$ cat src/kwm_pkg.sv
// Shared types, widths and codes for the k-way sorted merge engine.
`timescale 1ns / 1ps

package kwm_pkg;

  localparam int VALUE_W        = 32;
  localparam int LANE_IN_W      = 3;
  localparam int NUM_LISTS_DEF  = 8;
  localparam int LANE_DEPTH_DEF = 64;

  typedef logic signed [VALUE_W-1:0] value_t;
  typedef logic [LANE_IN_W-1:0]      lane_in_t;

  localparam logic MODE_APPEND = 1'b0;
  localparam logic MODE_PULL   = 1'b1;

endpackage

$ cat src/kwm_min_tree.sv
// Comparator tree that picks the smallest valid lane head, lowest lane on ties.
`timescale 1ns / 1ps

module kwm_min_tree import kwm_pkg::*; #(
  parameter int N     = 8,
  parameter int IDX_W = 3
) (
  input  logic [N-1:0]     leaf_vld,
  input  value_t           leaf_val [N],
  output logic             best_vld,
  output logic [IDX_W-1:0] best_idx,
  output value_t           best_val
);

  localparam int P     = 1 << IDX_W;
  localparam int NODES = 2 * P - 1;

  logic             nd_vld [NODES];
  logic [IDX_W-1:0] nd_idx [NODES];
  value_t           nd_val [NODES];

  for (genvar i = 0; i < P; i++) begin : g_leaf
    if (i < N) begin : g_used
      assign nd_vld[P-1+i] = leaf_vld[i];
      assign nd_val[P-1+i] = leaf_val[i];
    end else begin : g_pad
      assign nd_vld[P-1+i] = 1'b0;
      assign nd_val[P-1+i] = '0;
    end
    assign nd_idx[P-1+i] = IDX_W'(i);
  end

  for (genvar n = 0; n < P - 1; n++) begin : g_node
    logic take_r;
    assign take_r = nd_vld[2*n+2] &&
                    (!nd_vld[2*n+1] || (nd_val[2*n+2] < nd_val[2*n+1]));
    assign nd_vld[n] = nd_vld[2*n+1] || nd_vld[2*n+2];
    assign nd_idx[n] = take_r ? nd_idx[2*n+2] : nd_idx[2*n+1];
    assign nd_val[n] = take_r ? nd_val[2*n+2] : nd_val[2*n+1];
  end

  assign best_vld = nd_vld[0];
  assign best_idx = nd_idx[0];
  assign best_val = nd_val[0];

endmodule

$ cat config.mk
export PLATFORM = sky130hd
export DESIGN_NAME = kwm_min_tree
export DESIGN_NICKNAME = d
export VERILOG_FILES = /design/src/kwm_pkg.sv /design/src/kwm_min_tree.sv
export SDC_FILE = /design/constraint.sdc
export NUM_CORES = 1
export LEC_CHECK = 0
export BUFFER_PORTS_ARGS = -buffer_cell sky130_fd_sc_hd__buf_4
export CAP_MARGIN = 5
export CORE_MARGIN = 5
export CORE_UTILIZATION = 25
export DETAILED_ROUTE_END_ITERATION = 12
export PLACE_DENSITY = 0.48
export SLEW_MARGIN = 25
export SYNTH_ARGS = -nofsm -noshare
export SYNTH_HDL_FRONTEND = slang
export SYNTH_SLANG_ARGS = --single-unit
$ cat constraint.sdc
create_clock -name vclk -period 10.9
set_input_delay 0.545 -clock vclk [all_inputs]
set_output_delay 0.545 -clock vclk [all_outputs]
set_load 0.05 [all_outputs]
==> impl_metrics.yaml <==
worst_setup_path:
  setup.worst_path.end_class: "output port"
  cp-startpoint: "leaf_val[95]"
  cp_common_cell: "a21o_1"
  critPathSlowestCell: "a222oi_1"
  startpoint_type: "primary input"
  slowest_delay_ns: 0.58
  cp_max_fo: 28
  cp.arrival_ns: 9.51
  path_class: "primary input to output port"
  crit_required_ns: 10.36
layout:
  fill_cells: 3854
  layout_common_cells: "buf_4 (314), inv_1 (230), ha_1 (216)"
  antenna_cells: 0
  post-route-util_pct: 32.9
  layout-area-overhead-vs-synth_pct: 31.2
  final-seq-area_um2: 0
  nets: 1967
  clock_buffers: 0
  design.seq.count: 0
  final_common_cell: "buf_4"
  final_layout_size_suffix_gt1_share_pct: 27.7
worst_hold_path:
  hp-class: "primary input to output port"
  whs_path_depth: 4
  hp-start: "leaf_vld[7]"
placement:
  gp_congestion: 0.890
  io_buffers: 300
  hpwlAfterDp_mm: 31.9
status:
  status: "complete, no violations"
drt:
  wl_mm: 34.7
  via_per_inst: 4.81
  num_vias: 9366
  dr.pass1.iters: 4
  drc_errors: 0
  wl_per_cell_um: 17.8
  drtIter0Drc: 446
  detail-route-antenna-nets: 0
floorplanning:
  die_w_um: 198
  die_h_um: 198
  die-area_mm2: 0.0393
  rows: 69
  start_util_pct: 25.1
  core_mm2: 0.0353
  pin_count: 300
logic_synthesis:
  synthDistinctLibCells: 71
  syn-num-nets: 1686
  yosysWarnings: 0
  synthCells: 1206
  syn_avg_cell_area_um2: 7.35
  syn_area_mm2: 0.00887
  seq_area_frac_synth_pct: 0
sta:
  drv_slew: 0
  achievable-frequency_ghz: 0.0995
  period_share_pct: 92.2
  setup_tns_ns: 0
  period_minus_slack_ns: 10.05
  rsz0062_at_grt: "no"
  relSlewSlack_pct: 39.3
  finalSetupViolations: 0
  hold_violations: 0
  worstMarginPinSlew_ns: 0.910
grt:
  antenna_found_initial: 0
  overflow: 0
  first_global_vias: 9345
  grt_max_degree: 42
  grt_pass1_wl_mm: 51.4
  grt_usage_pct: 16.4
pwr:
  irDropWorstVdd_mv: 0.0885
  powerDensity_mw_per_mm2: 124
  p_leak_nw: 6.67
clock_tree:
  cts-resized-gates: 0
  post-cts-setup-buffers: 0
  ctsHoldBuffers: 0
run:
  maxCapViolCount: 0
==> logic make-up after synthesis <==
kind of cell / count (synthesis) / share of synthesized area (%)
XOR/XNOR: 1 / 0.0988
AO/OA/AOI/OAI: 318 / 24.2
buffers and inverters: 266 / 12.2
adder cells (fa/ha/maj): 216 / 30.5
AND/OR/NAND/NOR: 257 / 14.3
multiplexers: 148 / 18.7
==> critical path: cells and delay by family <==
kind | cells | cell delay (ns)
AO/OA/AOI/OAI | 19 | 5.04
buffers and inverters | 4 | 1.02
adder cells (fa/ha/maj) | 3 | 1.00
AND/OR/NAND/NOR | 5 | 0.96
multiplexers | 2 | 0.79
XOR/XNOR | 1 | 0.13
==> metal layers <==
metal / GRT usage [%] / up-vias / wire [um]
met2: 28.5 / 208 / 16100
li1: - / 4903 / -
met5: 0 / - / 0
met4: 1.12 / 0 / 282
met1: 22.8 / 4245 / 16400
met3: 1.97 / 10 / 1920
==> layout make-up <==
class	count	area, um^2	share of cell area [%]
multi-input cells	940	7820	67.3
inverters	230	863	7.42
repair buffers	315	2370	20.4
well taps	461	577	4.96
==> report_power, final <==
group / switching [mW] / internal, mW / total (mW)
clock network: 0 / 0 / 0
registers: 0 / 0 / 0
logic: 0.858 / 0.583 / 1.44
total: 0.858 / 0.583 / 1.44
==> stage by stage <==
step	total power [mW]	hold WS, ns	cells	instance area [um^2]	worst slack [ns]
final	1.44	1.61	1946	11600	0.850
after global routing	1.56	1.66	1946	11600	0.193
after CTS	1.46	1.63	1945	11600	0.482
after detailed placement	1.46	1.62	1945	11600	0.498
after global placement	1.45	1.62	1945	11600	0.639
after floorplan	1.05	1.46	1206	8870	1.57
==> synthesized netlist by cell type (3+ instances only) <==
library cell	instances	area share, %
nand3_1	12	0.68
mux2i_1	85	9.6
or4_1	4	0.34
and4_1	5	0.49
a21o_1	47	4.0
nor4_1	8	0.56
a211oi_1	9	0.76
o21ai_0	30	1.7
buf_2	7	0.40
mux2_4	27	4.6
nand2_1	53	2.2
nand2b_1	8	0.56
ha_1	216	30
inv_1	230	9.7
mux2_2	36	4.6
a311oi_1	3	0.30
o21a_1	8	0.68
a2bb2oi_1	4	0.40
a31oi_1	6	0.42
o22a_1	16	1.6
clkbuf_1	13	0.55
nor3_1	15	0.85
a21oi_1	131	7.4
or2_2	3	0.21
and3_1	7	0.49
nor2_1	90	3.8
buf_12	3	0.68
buf_1	7	0.30
a211o_1	5	0.49
nand4_1	32	2.3
o221a_2	15	1.9
buf_4	4	0.34
nor2b_1	5	0.35
a21boi_0	4	0.34
o211ai_1	6	0.51
==> worst paths after layout <==
check | to | slack, ns
setup / recovery | best_val[31] | 0.85
hold / removal | best_vld | 1.61
(Power assumes the default switching activity.)
